<file path="src/hdl/tft_pkg.sv">
// Package for the transaction field tokenizer: parse phases, token kinds,
// error codes, field lengths and the structs passed between its modules.
// Depends on nothing; every module of the block imports it.
`default_nettype none

package tft_pkg;

  // Default width of the byte position and offset counters.
  localparam int OFFSET_W_DEF = 32;
  // Width of script lengths and input/output counts (largest legal size is 2^25).
  localparam int CNT_W        = 26;
  localparam int CFG_INDEX_W  = 8;
  localparam int CFG_DATA_W   = 8;

  // Configuration register indexes.
  localparam logic [CFG_INDEX_W-1:0] REG_REPORT_MASK = 8'd0;
  localparam logic [CFG_INDEX_W-1:0] REG_BLOCK_MODE  = 8'd1;

  // Parse phases.
  localparam logic [3:0] P_BUF    = 4'd0;
  localparam logic [3:0] P_HDR    = 4'd1;
  localparam logic [3:0] P_TXCNT  = 4'd2;
  localparam logic [3:0] P_VER    = 4'd3;
  localparam logic [3:0] P_INCNT  = 4'd4;
  localparam logic [3:0] P_HASH   = 4'd5;
  localparam logic [3:0] P_IDX    = 4'd6;
  localparam logic [3:0] P_INLEN  = 4'd7;
  localparam logic [3:0] P_INSCR  = 4'd8;
  localparam logic [3:0] P_SEQ    = 4'd9;
  localparam logic [3:0] P_OUTCNT = 4'd10;
  localparam logic [3:0] P_VALUE  = 4'd11;
  localparam logic [3:0] P_OUTLEN = 4'd12;
  localparam logic [3:0] P_OUTSCR = 4'd13;
  localparam logic [3:0] P_LOCK   = 4'd14;
  localparam logic [3:0] P_HALT   = 4'd15;

  // Token kinds.
  localparam logic [3:0] TK_VERSION    = 4'd0;
  localparam logic [3:0] TK_PREV_HASH  = 4'd1;
  localparam logic [3:0] TK_PREV_INDEX = 4'd2;
  localparam logic [3:0] TK_IN_SCRIPT  = 4'd3;
  localparam logic [3:0] TK_SEQUENCE   = 4'd4;
  localparam logic [3:0] TK_OUT_VALUE  = 4'd5;
  localparam logic [3:0] TK_OUT_SCRIPT = 4'd6;
  localparam logic [3:0] TK_LOCK_TIME  = 4'd7;
  localparam logic [3:0] TK_ERROR      = 4'd8;

  // Error codes carried in the value of an error token.
  localparam logic [1:0] ERR_NONE      = 2'd0;
  localparam logic [1:0] ERR_TRUNCATED = 2'd1;
  localparam logic [1:0] ERR_ZERO_CNT  = 2'd2;
  localparam logic [1:0] ERR_TOO_BIG   = 2'd3;

  // Field lengths in bytes.
  localparam logic [CNT_W-1:0] HDR_LEN   = 26'd80;
  localparam logic [CNT_W-1:0] HASH_LEN  = 26'd32;
  localparam logic [CNT_W-1:0] VALUE_LEN = 26'd8;
  localparam logic [CNT_W-1:0] WORD_LEN  = 26'd4;

  // Compact size prefixes and the largest accepted size.
  localparam logic [7:0]  CS_PFX16  = 8'hfd;
  localparam logic [7:0]  CS_PFX32  = 8'hfe;
  localparam logic [63:0] MAX_SIZE  = 64'h0000_0000_0200_0000;

  typedef struct packed {
    logic [7:0] data_byte;
    logic       final_byte;
  } byte_t;

  typedef struct packed {
    logic [3:0]  token_kind;
    logic [31:0] token_offset;
    logic [31:0] token_length;
    logic [63:0] field_value;
    logic [31:0] tx_number;
    logic        tx_done;
  } token_t;

  typedef struct packed {
    logic [7:0] report_mask;
    logic       block_mode;
  } cfg_t;

endpackage

`default_nettype wire

</file>
<file path="src/hdl/tft_if.sv">
// Channel interfaces of the transaction field tokenizer: the raw byte stream
// and the token stream, each with valid/ready. Depends on nothing.
`default_nettype none

interface tft_byte_if;
  logic       valid;
  logic       ready;
  logic [7:0] data_byte;
  logic       final_byte;

  modport source (output valid, output data_byte, output final_byte, input ready);
  modport sink   (input valid, input data_byte, input final_byte, output ready);
endinterface

interface tft_token_if;
  logic        valid;
  logic        ready;
  logic [3:0]  token_kind;
  logic [31:0] token_offset;
  logic [31:0] token_length;
  logic [63:0] field_value;
  logic [31:0] tx_number;
  logic        tx_done;

  modport source (output valid, output token_kind, output token_offset,
                  output token_length, output field_value, output tx_number,
                  output tx_done, input ready);
  modport sink   (input valid, input token_kind, input token_offset,
                  input token_length, input field_value, input tx_number,
                  input tx_done, output ready);
endinterface

`default_nettype wire

</file>
<file path="src/hdl/transaction_field_tokenizer_top.sv">
// Top level of the transaction field tokenizer: configuration registers and
// the input register, field walker and result register. Depends on tft_pkg,
// the tft interfaces, tft_in_stage, tft_parser and tft_token_reg.
//
// The tokenizer takes one byte of serialized transaction data per cycle as
// long as the result register can take a token: every byte is handled by the
// field walker sitting between an input register and a result register, so a
// token is loaded into the result register on the step that consumes its last
// byte from the input register, and the sink takes it from there. A byte is
// held back only while a finished token waits in the result register and the
// sink is not ready. Each byte gives at most one token. The user is to write
// registers report_mask (index 0) and block_mode (index 1) only while the
// block is idle; the block does not enforce this. block_mode is sampled on
// the first byte of each buffer. There is no clearing pass after reset.
`default_nettype none

module transaction_field_tokenizer_top
  import tft_pkg::*;
#(
  parameter int OFFSET_WIDTH = OFFSET_W_DEF
) (
  input  wire logic                   clk,
  input  wire logic                   rst,
  tft_byte_if.sink                    raw,
  tft_token_if.source                 tokens,
  input  wire logic                   write_enable,
  input  wire logic [CFG_INDEX_W-1:0] reg_index,
  input  wire logic [CFG_DATA_W-1:0]  write_data
);

  cfg_t   cfg;
  byte_t  held;
  logic   held_valid;
  logic   slot_free;
  logic   step;
  logic   tok_valid;
  token_t tok;

  // Configuration registers.
  always_ff @(posedge clk) begin
    if (rst) begin
      cfg.report_mask <= '0;
      cfg.block_mode  <= 1'b0;
    end else if (write_enable) begin
      case (reg_index)
        REG_REPORT_MASK: cfg.report_mask <= write_data;
        REG_BLOCK_MODE:  cfg.block_mode  <= write_data[0];
        default: begin
        end
      endcase
    end
  end

  // A byte is processed when one is held and the result slot can take a token.
  assign step = held_valid && slot_free;

  tft_in_stage u_in (
    .clk        (clk),
    .rst        (rst),
    .raw        (raw),
    .take       (step),
    .held_valid (held_valid),
    .held       (held)
  );

  tft_parser #(
    .OFFSET_WIDTH (OFFSET_WIDTH)
  ) u_parser (
    .clk       (clk),
    .rst       (rst),
    .step      (step),
    .in_byte   (held),
    .cfg       (cfg),
    .tok_valid (tok_valid),
    .tok       (tok)
  );

  tft_token_reg u_out (
    .clk       (clk),
    .rst       (rst),
    .load      (tok_valid),
    .tok       (tok),
    .slot_free (slot_free),
    .tokens    (tokens)
  );

endmodule

`default_nettype wire

</file>
<file path="src/hdl/tft_in_stage.sv">
// Input register of the tokenizer: holds one byte transaction until the
// parser steps on it. Depends on tft_pkg and the tft_byte_if interface.
`default_nettype none

module tft_in_stage
  import tft_pkg::*;
(
  input  wire logic clk,
  input  wire logic rst,
  tft_byte_if.sink  raw,
  input  wire logic take,
  output logic      held_valid,
  output byte_t     held
);

  // A new byte may enter when the register is empty or is being consumed.
  assign raw.ready = !held_valid || take;

  // Valid flag.
  always_ff @(posedge clk) begin
    if (rst) begin
      held_valid <= 1'b0;
    end else if (raw.ready) begin
      held_valid <= raw.valid;
    end
  end

  // Payload.
  always_ff @(posedge clk) begin
    if (raw.ready && raw.valid) begin
      held.data_byte  <= raw.data_byte;
      held.final_byte <= raw.final_byte;
    end
  end

endmodule

`default_nettype wire

</file>
<file path="src/hdl/tft_parser.sv">
// Field walker of the tokenizer: parse state registers and the single-byte
// step that advances them and forms at most one token. Depends on tft_pkg.
`default_nettype none

module tft_parser
  import tft_pkg::*;
#(
  parameter int OFFSET_WIDTH = OFFSET_W_DEF
) (
  input  wire logic clk,
  input  wire logic rst,
  input  wire logic step,
  input  byte_t     in_byte,
  input  cfg_t      cfg,
  output logic      tok_valid,
  output token_t    tok
);

  // State registers.
  logic [3:0]              phase;
  logic [CNT_W-1:0]        left;
  logic [63:0]             acc;
  logic [3:0]              vleft;
  logic [3:0]              vidx;
  logic [CNT_W-1:0]        in_rem;
  logic [CNT_W-1:0]        out_rem;
  logic [OFFSET_WIDTH-1:0] pos;
  logic [OFFSET_WIDTH-1:0] tok_start;
  logic [OFFSET_WIDTH-1:0] tx_start;
  logic [31:0]             tx_cnt;

  logic [3:0]              phase_next;
  logic [CNT_W-1:0]        left_next;
  logic [63:0]             acc_next;
  logic [3:0]              vleft_next;
  logic [3:0]              vidx_next;
  logic [CNT_W-1:0]        in_rem_next;
  logic [CNT_W-1:0]        out_rem_next;
  logic [OFFSET_WIDTH-1:0] pos_next;
  logic [OFFSET_WIDTH-1:0] tok_start_next;
  logic [OFFSET_WIDTH-1:0] tx_start_next;
  logic [31:0]             tx_cnt_next;

  // Step working values.
  logic [7:0]              b;
  logic [OFFSET_WIDTH-1:0] cur;
  logic [OFFSET_WIDTH-1:0] nxt;
  logic [3:0]              ph;
  logic [CNT_W-1:0]        lft;
  logic [OFFSET_WIDTH-1:0] ts;
  logic [OFFSET_WIDTH-1:0] txs;
  logic [63:0]             acc_e;
  logic [3:0]              vl;
  logic [3:0]              vi;
  logic [63:0]             lane_acc;
  logic                    v_done;
  logic [63:0]             v;
  logic                    ent;
  logic [3:0]              ent_ph;
  logic [CNT_W-1:0]        ent_n;
  logic                    txs_set;
  logic                    em_req;
  logic [3:0]              em_kind;
  logic [31:0]             em_len;
  logic [63:0]             em_val;
  logic                    em_done;
  logic [OFFSET_WIDTH-1:0] em_start;
  logic                    em_pass;
  logic [1:0]              err;
  logic [OFFSET_WIDTH-1:0] off_raw;
  logic [OFFSET_WIDTH-1:0] slen_raw;
  logic [OFFSET_WIDTH+31:0] off_ext;
  logic [OFFSET_WIDTH+31:0] slen_ext;
  logic                    sdone;

  assign b   = in_byte.data_byte;
  assign cur = pos;
  assign nxt = pos + OFFSET_WIDTH'(1);

  // At the start of a buffer the mode decides between header skip and version.
  always_comb begin
    if (phase == P_BUF) begin
      txs   = cur;
      ts    = cur;
      ph    = cfg.block_mode ? P_HDR : P_VER;
      lft   = cfg.block_mode ? HDR_LEN : WORD_LEN;
      acc_e = '0;
      vl    = '0;
      vi    = '0;
    end else begin
      txs   = tx_start;
      ts    = tok_start;
      ph    = phase;
      lft   = left;
      acc_e = acc;
      vl    = vleft;
      vi    = vidx;
    end
  end

  // Byte lane insert at the current little-endian position (none past eight).
  always_comb begin
    for (int k = 0; k < 8; k++) begin
      lane_acc[8*k +: 8] = (vi == 4'(k)) ? b : acc_e[8*k +: 8];
    end
  end

  // Script length counted from the token start, modulo the position width.
  assign slen_raw = nxt - ts;
  assign slen_ext = {32'd0, slen_raw};

  // One parse step.
  always_comb begin
    phase_next     = ph;
    left_next      = lft;
    acc_next       = acc_e;
    vleft_next     = vl;
    vidx_next      = vi;
    in_rem_next    = in_rem;
    out_rem_next   = out_rem;
    pos_next       = nxt;
    tok_start_next = ts;
    tx_start_next  = txs;
    tx_cnt_next    = tx_cnt;
    v_done  = 1'b0;
    v       = lane_acc;
    ent     = 1'b0;
    ent_ph  = ph;
    ent_n   = '0;
    txs_set = 1'b0;
    em_req  = 1'b0;
    em_kind = TK_VERSION;
    em_len  = 32'd0;
    em_val  = 64'd0;
    em_done = 1'b0;
    em_start = ts;
    err     = ERR_NONE;
    sdone   = 1'b0;

    case (ph)
      P_HDR: begin
        left_next = lft - CNT_W'(1);
        if (lft == CNT_W'(1)) begin
          ent    = 1'b1;
          ent_ph = P_TXCNT;
        end
      end
      P_TXCNT, P_INCNT, P_OUTCNT, P_INLEN, P_OUTLEN: begin
        // Compact size decode.
        if (vl == 4'd0) begin
          if (b < CS_PFX16) begin
            v_done   = 1'b1;
            v        = {56'd0, b};
            acc_next = {56'd0, b};
          end else begin
            vleft_next = (b == CS_PFX16) ? 4'd2 : ((b == CS_PFX32) ? 4'd4 : 4'd8);
            acc_next   = '0;
            vidx_next  = '0;
          end
        end else begin
          acc_next   = lane_acc;
          vidx_next  = (vi == 4'd8) ? vi : vi + 4'd1;
          vleft_next = vl - 4'd1;
          v_done     = (vl == 4'd1);
          v          = lane_acc;
        end
        if (v_done) begin
          if (v > MAX_SIZE) begin
            err = ERR_TOO_BIG;
          end else if (ph == P_TXCNT) begin
            ent     = 1'b1;
            ent_ph  = P_VER;
            ent_n   = WORD_LEN;
            txs_set = 1'b1;
          end else if (ph == P_INCNT || ph == P_OUTCNT) begin
            if (v == 64'd0) begin
              err = ERR_ZERO_CNT;
            end else if (ph == P_INCNT) begin
              in_rem_next = v[CNT_W-1:0];
              ent         = 1'b1;
              ent_ph      = P_HASH;
              ent_n       = HASH_LEN;
            end else begin
              out_rem_next = v[CNT_W-1:0];
              ent          = 1'b1;
              ent_ph       = P_VALUE;
              ent_n        = VALUE_LEN;
            end
          end else if (v == 64'd0) begin
            // Empty script: zero-length token just past the length prefix.
            em_req   = 1'b1;
            em_kind  = (ph == P_INLEN) ? TK_IN_SCRIPT : TK_OUT_SCRIPT;
            em_start = nxt;
            sdone    = 1'b1;
          end else begin
            ent    = 1'b1;
            ent_ph = (ph == P_INLEN) ? P_INSCR : P_OUTSCR;
            ent_n  = v[CNT_W-1:0];
          end
        end
      end
      P_INSCR, P_OUTSCR: begin
        left_next = lft - CNT_W'(1);
        if (lft == CNT_W'(1)) begin
          em_req  = 1'b1;
          em_kind = (ph == P_INSCR) ? TK_IN_SCRIPT : TK_OUT_SCRIPT;
          em_len  = slen_ext[31:0];
          sdone   = 1'b1;
        end
      end
      P_VER, P_HASH, P_IDX, P_SEQ, P_VALUE, P_LOCK: begin
        acc_next  = lane_acc;
        vidx_next = (vi == 4'd8) ? vi : vi + 4'd1;
        left_next = lft - CNT_W'(1);
        if (lft == CNT_W'(1)) begin
          em_req = 1'b1;
          em_val = lane_acc;
          ent    = 1'b1;
          case (ph)
            P_VER: begin
              em_kind = TK_VERSION;
              em_len  = 32'd4;
              ent_ph  = P_INCNT;
            end
            P_HASH: begin
              em_kind = TK_PREV_HASH;
              em_len  = 32'd32;
              em_val  = 64'd0;
              ent_ph  = P_IDX;
              ent_n   = WORD_LEN;
            end
            P_IDX: begin
              em_kind = TK_PREV_INDEX;
              em_len  = 32'd4;
              ent_ph  = P_INLEN;
            end
            P_SEQ: begin
              em_kind     = TK_SEQUENCE;
              em_len      = 32'd4;
              in_rem_next = in_rem - CNT_W'(1);
              if (in_rem == CNT_W'(1)) begin
                ent_ph = P_OUTCNT;
              end else begin
                ent_ph = P_HASH;
                ent_n  = HASH_LEN;
              end
            end
            P_VALUE: begin
              em_kind = TK_OUT_VALUE;
              em_len  = 32'd8;
              ent_ph  = P_OUTLEN;
            end
            default: begin
              // Lock time closes the transaction.
              em_kind     = TK_LOCK_TIME;
              em_len      = 32'd4;
              em_done     = 1'b1;
              tx_cnt_next = tx_cnt + 32'd1;
              ent_ph      = P_VER;
              ent_n       = WORD_LEN;
              txs_set     = 1'b1;
            end
          endcase
        end
      end
      default: begin
      end
    endcase

    // End of a script: sequence for an input, next value or lock time for an output.
    if (sdone) begin
      ent = 1'b1;
      if (ph == P_INLEN || ph == P_INSCR) begin
        ent_ph = P_SEQ;
        ent_n  = WORD_LEN;
      end else begin
        out_rem_next = out_rem - CNT_W'(1);
        ent_n        = (out_rem == CNT_W'(1)) ? WORD_LEN : VALUE_LEN;
        ent_ph       = (out_rem == CNT_W'(1)) ? P_LOCK : P_VALUE;
      end
    end

    // Entering a new field clears the field-local state.
    if (ent) begin
      phase_next     = ent_ph;
      left_next      = ent_n;
      tok_start_next = nxt;
      acc_next       = '0;
      vleft_next     = '0;
      vidx_next      = '0;
    end
    if (txs_set) begin
      tx_start_next = nxt;
    end

    // A buffer may only end right after a lock time or a transaction count.
    if (err == ERR_NONE && in_byte.final_byte && ph != P_HALT &&
        !(phase_next == P_VER && left_next == WORD_LEN)) begin
      err = ERR_TRUNCATED;
    end

    if (in_byte.final_byte) begin
      phase_next    = P_BUF;
      in_rem_next   = '0;
      out_rem_next  = '0;
      pos_next      = '0;
      tx_start_next = '0;
      tx_cnt_next   = '0;
    end else if (err != ERR_NONE) begin
      phase_next = P_HALT;
    end
  end

  // Token formation: errors always pass, field tokens through the mask.
  assign em_pass = (cfg.report_mask == 8'd0) || cfg.report_mask[em_kind[2:0]];
  assign off_raw = (err != ERR_NONE) ? (cur - txs) : (em_start - txs);
  assign off_ext = {32'd0, off_raw};

  always_comb begin
    tok_valid          = step && ((err != ERR_NONE) || (em_req && em_pass));
    tok.token_offset   = off_ext[31:0];
    tok.tx_number      = tx_cnt;
    if (err != ERR_NONE) begin
      tok.token_kind   = TK_ERROR;
      tok.token_length = 32'd0;
      tok.field_value  = {62'd0, err};
      tok.tx_done      = 1'b0;
    end else begin
      tok.token_kind   = em_kind;
      tok.token_length = em_len;
      tok.field_value  = em_val;
      tok.tx_done      = em_done;
    end
  end

  // Control state.
  always_ff @(posedge clk) begin
    if (rst) begin
      phase    <= P_BUF;
      left     <= '0;
      vleft    <= '0;
      vidx     <= '0;
      in_rem   <= '0;
      out_rem  <= '0;
      pos      <= '0;
      tx_start <= '0;
      tx_cnt   <= '0;
    end else if (step) begin
      phase    <= phase_next;
      left     <= left_next;
      vleft    <= vleft_next;
      vidx     <= vidx_next;
      in_rem   <= in_rem_next;
      out_rem  <= out_rem_next;
      pos      <= pos_next;
      tx_start <= tx_start_next;
      tx_cnt   <= tx_cnt_next;
    end
  end

  // Accumulator and token start.
  always_ff @(posedge clk) begin
    if (rst) begin
      acc       <= '0;
      tok_start <= '0;
    end else if (step) begin
      acc       <= acc_next;
      tok_start <= tok_start_next;
    end
  end

endmodule

`default_nettype wire

</file>
<file path="src/hdl/tft_token_reg.sv">
// Result register of the tokenizer: holds one token transaction until the
// sink takes it. Depends on tft_pkg and the tft_token_if interface.
`default_nettype none

module tft_token_reg
  import tft_pkg::*;
(
  input  wire logic  clk,
  input  wire logic  rst,
  input  wire logic  load,
  input  token_t     tok,
  output logic       slot_free,
  tft_token_if.source tokens
);

  token_t held;

  // The slot frees up in the same cycle its token is taken.
  assign slot_free = !tokens.valid || tokens.ready;

  // Valid flag.
  always_ff @(posedge clk) begin
    if (rst) begin
      tokens.valid <= 1'b0;
    end else if (load) begin
      tokens.valid <= 1'b1;
    end else if (tokens.ready) begin
      tokens.valid <= 1'b0;
    end
  end

  // Payload.
  always_ff @(posedge clk) begin
    if (load) begin
      held <= tok;
    end
  end

  assign tokens.token_kind   = held.token_kind;
  assign tokens.token_offset = held.token_offset;
  assign tokens.token_length = held.token_length;
  assign tokens.field_value  = held.field_value;
  assign tokens.tx_number    = held.tx_number;
  assign tokens.tx_done      = held.tx_done;

endmodule

`default_nettype wire
</file>
<file path="src/flat_wrapper.sv">
// flat-port wrapper written by rule: the top's interface ports become plain ports
module transaction_field_tokenizer_top_flat import tft_pkg::*;
#(
  parameter int OFFSET_WIDTH = OFFSET_W_DEF
)
  (clk, rst, write_enable, reg_index, write_data, raw_valid, raw_data_byte, raw_final_byte, raw_ready, tokens_valid, tokens_token_kind, tokens_token_offset, tokens_token_length, tokens_field_value, tokens_tx_number, tokens_tx_done, tokens_ready);
  tft_byte_if raw_i ();
  tft_token_if tokens_i ();
  input  wire logic clk;
  input  wire logic rst;
  input  wire logic write_enable;
  input  wire logic [CFG_INDEX_W-1:0] reg_index;
  input  wire logic [CFG_DATA_W-1:0] write_data;
  input wire logic [$bits(raw_i.valid)-1:0] raw_valid;
  input wire logic [$bits(raw_i.data_byte)-1:0] raw_data_byte;
  input wire logic [$bits(raw_i.final_byte)-1:0] raw_final_byte;
  output wire logic [$bits(raw_i.ready)-1:0] raw_ready;
  output wire logic [$bits(tokens_i.valid)-1:0] tokens_valid;
  output wire logic [$bits(tokens_i.token_kind)-1:0] tokens_token_kind;
  output wire logic [$bits(tokens_i.token_offset)-1:0] tokens_token_offset;
  output wire logic [$bits(tokens_i.token_length)-1:0] tokens_token_length;
  output wire logic [$bits(tokens_i.field_value)-1:0] tokens_field_value;
  output wire logic [$bits(tokens_i.tx_number)-1:0] tokens_tx_number;
  output wire logic [$bits(tokens_i.tx_done)-1:0] tokens_tx_done;
  input wire logic [$bits(tokens_i.ready)-1:0] tokens_ready;
  assign raw_i.valid = raw_valid;
  assign raw_i.data_byte = raw_data_byte;
  assign raw_i.final_byte = raw_final_byte;
  assign raw_ready = raw_i.ready;
  assign tokens_valid = tokens_i.valid;
  assign tokens_token_kind = tokens_i.token_kind;
  assign tokens_token_offset = tokens_i.token_offset;
  assign tokens_token_length = tokens_i.token_length;
  assign tokens_field_value = tokens_i.field_value;
  assign tokens_tx_number = tokens_i.tx_number;
  assign tokens_tx_done = tokens_i.tx_done;
  assign tokens_i.ready = tokens_ready;
  transaction_field_tokenizer_top #(.OFFSET_WIDTH(OFFSET_WIDTH)) u_core (.clk(clk), .rst(rst), .raw(raw_i), .tokens(tokens_i), .write_enable(write_enable), .reg_index(reg_index), .write_data(write_data));
endmodule
</file>
<file path="config.mk">
export PLATFORM = sky130hd
export DESIGN_NAME = transaction_field_tokenizer_top_flat
export DESIGN_NICKNAME = d
export VERILOG_FILES = /design/src/hdl/tft_pkg.sv /design/src/hdl/tft_if.sv /design/src/hdl/transaction_field_tokenizer_top.sv /design/src/hdl/tft_in_stage.sv /design/src/hdl/tft_parser.sv /design/src/hdl/tft_token_reg.sv /design/src/flat_wrapper.sv
export SDC_FILE = /design/constraint.sdc
export NUM_CORES = 1
export LEC_CHECK = 0
export BUFFER_PORTS_ARGS = -buffer_cell sky130_fd_sc_hd__buf_2
export CAP_MARGIN = 20
export CORE_MARGIN = 5
export CORE_UTILIZATION = 49
export DETAILED_ROUTE_END_ITERATION = 12
export PLACE_DENSITY = 0.75
export SLEW_MARGIN = 20
export SYNTH_ARGS = -nofsm -noshare
export SYNTH_HDL_FRONTEND = slang
export SYNTH_HIERARCHICAL = 1
export SYNTH_SLANG_ARGS = --single-unit
</file>
<file path="constraint.sdc">
create_clock -name clk -period 33.8 [get_ports clk]
set_input_delay 0 -clock clk [delete_from_list [all_inputs] [get_ports clk]]
set_output_delay 0 -clock clk [all_outputs]
set_load 0.05 [all_outputs]
</file>
==> impl_metrics.env, run 1 <==
export IMPL_diodes=0
export IMPL_path_max_fanout=70
export IMPL_worstPathRequired_ns=34.15
export IMPL_clk_path_buf_depth=3
export IMPL_overflow=0
export IMPL_gp_congestion=1.01
export IMPL_syn_inst=3421
export IMPL_drv_cap=0
export IMPL_end_kind="flop"
export IMPL_path_common_cell="a21oi_1"
export IMPL_via_per_inst=6.21
export IMPL_peakVddDrop_mv=0.0354
export IMPL_grt_pass1_vias=24000
export IMPL_nNetsFinal=3617
export IMPL_synth_compound_area_share_pct=23.6
export IMPL_powerDensity_nw_per_um2=44.1
export IMPL_grt_max_degree=78
export IMPL_path_class="reg2reg"
export IMPL_wl_per_cell_um=20.0
export IMPL_io_pin_count=197
export IMPL_synthDistinctLibCells=107
export IMPL_ys_flop_type="dfxtp_1"
export IMPL_maxSlewHeadroom_pct=17.5
export IMPL_hpwl_mm=57.4
export IMPL_rsz0062_at_grt="no"
export IMPL_clkSinkCount=467
export IMPL_setup_viol=0
export IMPL_synthSimpleGateAreaFrac_pct=23.2
export IMPL_io_buffers=196
export IMPL_top_layer_used="met4"
export IMPL_slew_violations=0
export IMPL_wl_met2_mm=38.7
export IMPL_synthAdderAreaFrac_pct=3.48
export IMPL_leakagePower_nw=11.6
export IMPL_dieWidth_um=248
export IMPL_die_y_um=248
export IMPL_yosysSeqAreaShare_pct=39.9
export IMPL_crit_arrival_ns=10.71
export IMPL_cts_root_buf="clkbuf_16"
export IMPL_avgSynthCellArea_um2=8.12
export IMPL_worstSkewPairLatency_ns=0.63
export IMPL_max_stage_delay_ns=0.75
export IMPL_drive_gt1_share_pct=11.0
export IMPL_drtPass1Iterations=7
export IMPL_tightest_slew_ns=1.24
export IMPL_period_needed_ns=10.36
export IMPL_cts_tree="done"
export IMPL_flow_area_growth_from_synthesis_pct=12.7
export IMPL_finalPower_mw=1.38
export IMPL_core_area_um2=56300
export IMPL_drt_total_wl_mm=86.4
export IMPL_synth_area_mux_share_pct=1.46
export IMPL_yosysWarnings=6
export IMPL_antenna_found_initial=1
export IMPL_vias=26800
export IMPL_hold_viol=0
export IMPL_die_area_um2=61500
export IMPL_wl_met1_mm=36.5
export IMPL_rows=87
export IMPL_synth_top_family_by_area="compound AO/OA/AOI/OAI gates"
export IMPL_synth_edf_count=174
export IMPL_grt_pass1_wl_mm=134
export IMPL_clock_skew_ns=0.0550
export IMPL_fmaxAchievable_mhz=96.5
export IMPL_syn_cell_area_um2=27800
export IMPL_nFillCells=5161
export IMPL_regArea_um2=11100
export IMPL_clk_pin_slew_ns=0.06
export IMPL_final_core_util_pct=55.6
export IMPL_crit_slowest_cell="or4_4"
export IMPL_cts_resized=0
export IMPL_drt_initial_drc_count=3554
export IMPL_grt_use_total_pct=26.8
export IMPL_cts_buffers=50
export IMPL_ys_seq_elements=467
export IMPL_holdWs_ns=0.0949
export IMPL_detail_route_antenna_nets=0
export IMPL_setup_tns_ns=0
export IMPL_multi_input_area_um2=15600
export IMPL_synth_async_reset_ratio_pct=0
export IMPL_start_util_pct=49.3
export IMPL_h_tree_depth=2
export IMPL_syn_nets=3527
export IMPL_dr_wl_met3_mm=8.11
export IMPL_hp_class="in2reg"
export IMPL_drc_errors=0
export IMPL_synth_xor_area_share_pct=4.04
export IMPL_status="completed"
export IMPL_start_kind="flop"
export IMPL_period_share_pct=30.6
placed cells by master, fill, tap and decap left out, types with 52 or more instances in the layout:
cell type    n
a22oi_1    103
dfxtp_1    293
xor2_1      65
a21oi_1    382
nand3_1     67
buf_2      195
ha_1        74
nand2_1    391
o21ai_0    205
edfxtp_1   174
nor2_1     472
and2_1      52
xnor2_1     63
nor3_1     101
path summary, 6_finish.rpt:
check / start / to / slack, ns / cells past startpoint
setup / recovery: u_core/u_parser/phase[0]$_SDFFE_PP0P_ / u_core/u_out/tokens.token_offset[28]$_DFFE_PP_ / 23.44 / 35
hold / removal: raw_data_byte[1] / u_core/u_in/held[2]$_DFFE_PP_ / 0.09 / 2
setup reg to reg: u_core/u_parser/phase[0]$_SDFFE_PP0P_ / u_core/u_out/tokens.token_offset[28]$_DFFE_PP_ / 23.44 / 35
hold reg to reg: u_core/u_parser/tx_cnt[2]$_SDFFE_PP0P_ / u_core/u_out/tokens.tx_number[2]$_DFFE_PP_ / 0.46 / 0
cell type report:
cell class | instances | share of cell area [%]
multi-input combinational | 2656 | 49.7
sequential | 467 | 35.4
timing repair buffer | 288 | 5.69
clock buffer | 68 | 4.51
tap | 756 | 3.02
clock inverter | 26 | 1.06
inverter | 48 | 0.584
synth_stat cells (18+ instances only):
master	instances	area share, %
and3_1	44	0.99
a22oi_1	103	2.8
edfxtp_1	174	19
o31ai_1	18	0.49
nand3_1	67	1.2
nand2b_1	19	0.43
nor3_1	101	1.8
or3_1	30	0.68
a21oi_1	382	6.9
nor2_1	474	6.4
a211oi_1	39	1.1
buf_1	18	0.24
o21ai_0	205	3.7
o22ai_1	18	0.41
and2_1	53	1.2
a21o_1	48	1.3
dfxtp_1	293	21
o21ai_1	19	0.34
nand2_1	391	5.3
nand4_1	19	0.43
nor4_1	41	0.92
inv_1	46	0.62
xnor2_1	63	2.0
o211ai_1	50	1.4
nor2b_1	26	0.59
ha_1	74	3.3
mux2i_1	36	1.3
buf_2	24	0.43
xor2_1	65	2.1
clkbuf_1	203	2.7
report_power, final:
| group | switching, mW | leakage [nW] | internal, mW |
|---|---|---|---|
| Sequential | 0.00893 | 3.93 | 0.600 |
| Clock | 0.243 | 0.826 | 0.328 |
| Combinational | 0.147 | 6.79 | 0.0549 |
| Total | 0.399 | 11.6 | 0.983 |
state kept, by name (all words and copies together) (netlist names), 9 cells and up:
name,flops
u_core/u_parser/in_rem,26
u_core/u_parser/tx_start,32
u_core/u_parser/left,26
u_core/u_out/tokens.token_offset,32
u_core/u_out/tokens.token_length,32
u_core/u_in/held,9
u_core/u_parser/acc,64
u_core/u_parser/cur,32
u_core/u_parser/out_rem,26
u_core/cfg,9
u_core/u_out/tokens.tx_number,32
u_core/u_parser/tok_start,32
u_core/u_parser/tx_cnt,32
u_core/u_out/tokens.field_value,64
metrics by stage:
step | std cells | instance area, um^2 | setup WS, ns
3_5_place_dp | 4174 | 29100 | 23.58
2_1_floorplan | 3421 | 27800 | 20.82
3_3_place_gp | 4174 | 29100 | 23.87
5_1_grt | 4309 | 31300 | 22.74
6_report | 4309 | 31300 | 23.44
4_1_cts | 4308 | 31300 | 23.57
per-layer routing:
layer	track usage, %	vias up
li1	-	12600
met1	38.2	12600
met2	41.8	1394
met3	4.12	209
met4	9.04	0
met5	0	-
logic make-up after synthesis:
group,count (synthesis)
DFF,467
muxes,40
adders and majority gates,76
xor gates and xnor gates,128
and+or+nand+nor,1365
buffers and inverters,298
AOI/OAI and AO/OA,1047
critical path, delay by kind of cell (launching register included):
family / cells / cell delay [ns]
compound gates: 17 / 3.89
xor+xnor: 1 / 0.14
fa+ha+maj: 3 / 0.93
buf+inv: 4 / 0.98
flops: 1 / 0.31
simple gates: 10 / 3.77
what timing repair did:
action                    4_1_cts  5_1_grt
hold endpoints to repair       59        0
setup buffers                   0        0
hold buffers                   40        0
No activity file was read; power rests on OpenSTA's default activity.
==> inputs of run 2 (changes only) <==
- ABC_AREA: unset -> 1
- clock period: 33.8 -> 9.93 ns (I/O delays scaled with it)
==> impl_metrics.env, run 2 <==
export IMPL_status="completed"
export IMPL_maxSlewHeadroom_pct=22.3
export IMPL_path_max_fanout=32
export IMPL_yosysSeqAreaShare_pct=37.8
export IMPL_core_area_um2=59100
export IMPL_cts_tree="done"
export IMPL_ys_seq_elements=467
export IMPL_leakagePower_nw=14.2
export IMPL_nFillCells=5569
export IMPL_path_class="reg2reg"
export IMPL_rsz0062_at_grt="no"
export IMPL_path_delay_family="simple AND/OR/NAND/NOR gates"
export IMPL_final_common_cell="nand2_1"
export IMPL_final_cell_mix="1,154 x nand2_1, 426 x nor2_1, 413 x inv_1"
export IMPL_grt_pass1_wl_mm=141
export IMPL_overflow=0
export IMPL_hold_viol=0
export IMPL_start_kind="flop"
export IMPL_peakVddDrop_mv=0.276
export IMPL_dieWidth_um=255
export IMPL_grt_pass1_vias=26900
export IMPL_ys_flop_type="dfxtp_1"
export IMPL_drc_errors=0
export IMPL_syn_nets=4356
export IMPL_groute_layer_met3_usage_pct=3.26
export IMPL_final_core_util_pct=55.8
export IMPL_path_common_cell="nand2_1"
export IMPL_flow_area_growth_from_synthesis_pct=12.6
export IMPL_clkSinkCount=467
export IMPL_setup_tns_ns=0
export IMPL_cts_buffers=51
export IMPL_io_pin_count=197
export IMPL_placed_area_um2=30800
export IMPL_die_area_um2=64800
export IMPL_detail_route_antenna_nets=0
export IMPL_fin_area_um2=33000
export IMPL_gp_congestion=0.976
export IMPL_clock_skew_ns=0.0298
export IMPL_nNetsFinal=4478
export IMPL_grtUsageMet2_pct=43.6
export IMPL_top_usage_layer="met2"
export IMPL_setup_viol=0
export IMPL_drtPass1Iterations=6
export IMPL_fmaxAchievable_mhz=109
export IMPL_worstPathRequired_ns=10.26
export IMPL_powerDensity_nw_per_um2=288
export IMPL_via_per_inst=5.67
export IMPL_grt_max_degree=129
export IMPL_period_needed_ns=9.20
export IMPL_slew_violations=0
export IMPL_end_kind="flop"
export IMPL_crit_slowest_cell="nand3_1"
export IMPL_avgSynthCellArea_um2=6.90
export IMPL_antenna_found_initial=0
export IMPL_h_tree_depth=2
export IMPL_start_util_pct=49.6
export IMPL_die_y_um=255
export IMPL_max_stage_delay_ns=0.61
export IMPL_io_buffers=196
export IMPL_yosysWarnings=6
export IMPL_crit_arrival_ns=9.53
export IMPL_drive_gt1_share_pct=8.88
export IMPL_cts_resized=0
export IMPL_worstSkewPairLatency_ns=0.61
export IMPL_crit_buf_inv=6
export IMPL_syn_inst=4250
export IMPL_hp_class="in2reg"
export IMPL_synth_commonest_cells="1,155 x nand2_1, 429 x nor2_1, 416 x inv_1"
export IMPL_synthDistinctLibCells=59
export IMPL_vias=29400
export IMPL_syn_cell_area_um2=29300
export IMPL_drt_initial_drc_count=3270
export IMPL_ys_top_cells_by_area="dfxtp_1 20%, edfxtp_1 18%, nand2_1 15%"
export IMPL_rows=89
export IMPL_tightest_slew_ns=1.16
export IMPL_synth_edf_count=174
export IMPL_preCtsSetupSlack_ns=0.944
export IMPL_synth_async_reset_ratio_pct=0
export IMPL_met1_usage_pct=34.9
export IMPL_period_share_pct=92.6
export IMPL_synth_top_area_share_pct=20.0
export IMPL_setup_ws_ns=0.734
export IMPL_clk_path_buf_depth=3
export IMPL_drt_total_wl_mm=89.1
export IMPL_synth_top_cell_by_area="dfxtp_1"
export IMPL_wl_per_cell_um=17.2
export IMPL_holdWs_ns=0.134
export IMPL_cts_root_buf="clkbuf_16"
export IMPL_drv_cap=0
export IMPL_synth_most_common_cell="nand2_1"
export IMPL_hpwl_mm=61.3
export IMPL_diodes=0
export IMPL_grt_use_total_pct=26.2
export IMPL_clk_pin_slew_ns=0.06
run 2: cell families (layout without fill, tap and decap cells):
group	count (synthesis)	in the layout	synth area share, %
AND/OR/NAND/NOR	1949	1949	27.6
AO/OA/AOI/OAI	963	963	18.2
buffers and inverters	643	807	8.46
flip-flops	467	467	37.8
XOR/XNOR	152	152	4.54
adder cells (fa/ha/maj)	76	76	3.30
run 2: metal layers:
metal	vias up	share of wire, %
met5	-	0
met4	0	4.1
met3	237	7.0
met2	1250	47
met1	13500	42
li1	14400	-
run 2: worst paths after layout:
kind | cells past startpoint | slack, ns | startpoint | to
setup / recovery | 44 | 0.73 | u_core/u_parser/phase[3]$_SDFFE_PP0P_ | u_core/u_out/tokens.token_offset[30]$_DFFE_PP_
hold / removal | 2 | 0.13 | raw_data_byte[6] | u_core/u_in/held[7]$_DFFE_PP_
setup reg to reg | 44 | 0.73 | u_core/u_parser/phase[3]$_SDFFE_PP0P_ | u_core/u_out/tokens.token_offset[30]$_DFFE_PP_
hold reg to reg | 0 | 0.43 | u_core/u_parser/tx_cnt[6]$_SDFFE_PP0P_ | u_core/u_out/tokens.tx_number[6]$_DFFE_PP_
run 2: area by class of cell:
class                           instances  area (um^2)  share of cell area, %
Sequential cell                       467        11100                   33.6
Timing Repair Buffer                  275         1710                   5.18
Clock buffer                           66         1410                   4.27
Tap cell                              773          967                   2.93
Multi-Input combinational cell       3140        15800                   47.8
Inverter                              437         1650                   5.01
Clock inverter                         29          382                   1.16
run 2: through the flow:
| step | std cells | power (mW) |
|---|---|---|
| detailed placement | 5049 | 7.34 |
| global placement | 5048 | 7.30 |
| floorplan | 4250 | 6.11 |
| CTS | 5184 | 9.42 |
| global route | 5187 | 10.1 |
| finish | 5187 | 9.50 |
run 2: repair_timing:
item | CTS | global route
buffers inserted | 0 | 3
hold buffers | 40 | 0
endpoints found under the hold margin | 73 | 0
endpoints found under the setup margin | 0 | 2
run 2: worst reg2reg max path: cells and delay by family, from the launching register on:
family,cells,cell delay (ns)
AO/OA/AOI/OAI,14,3.01
XOR/XNOR,1,0.10
adder cells (fa/ha/maj),2,0.59
buffers and inverters,6,1.12
flip-flops,1,0.36
AND/OR/NAND/NOR,21,3.76
run 2: power breakdown:
group	total [mW]	internal [mW]	leakage [nW]	switching, mW
clock	2.04	1.24	0.869	0.802
sequential	2.38	2.26	4.03	0.120
combinational	5.08	1.43	9.30	3.65
total	9.50	4.93	14.2	4.57
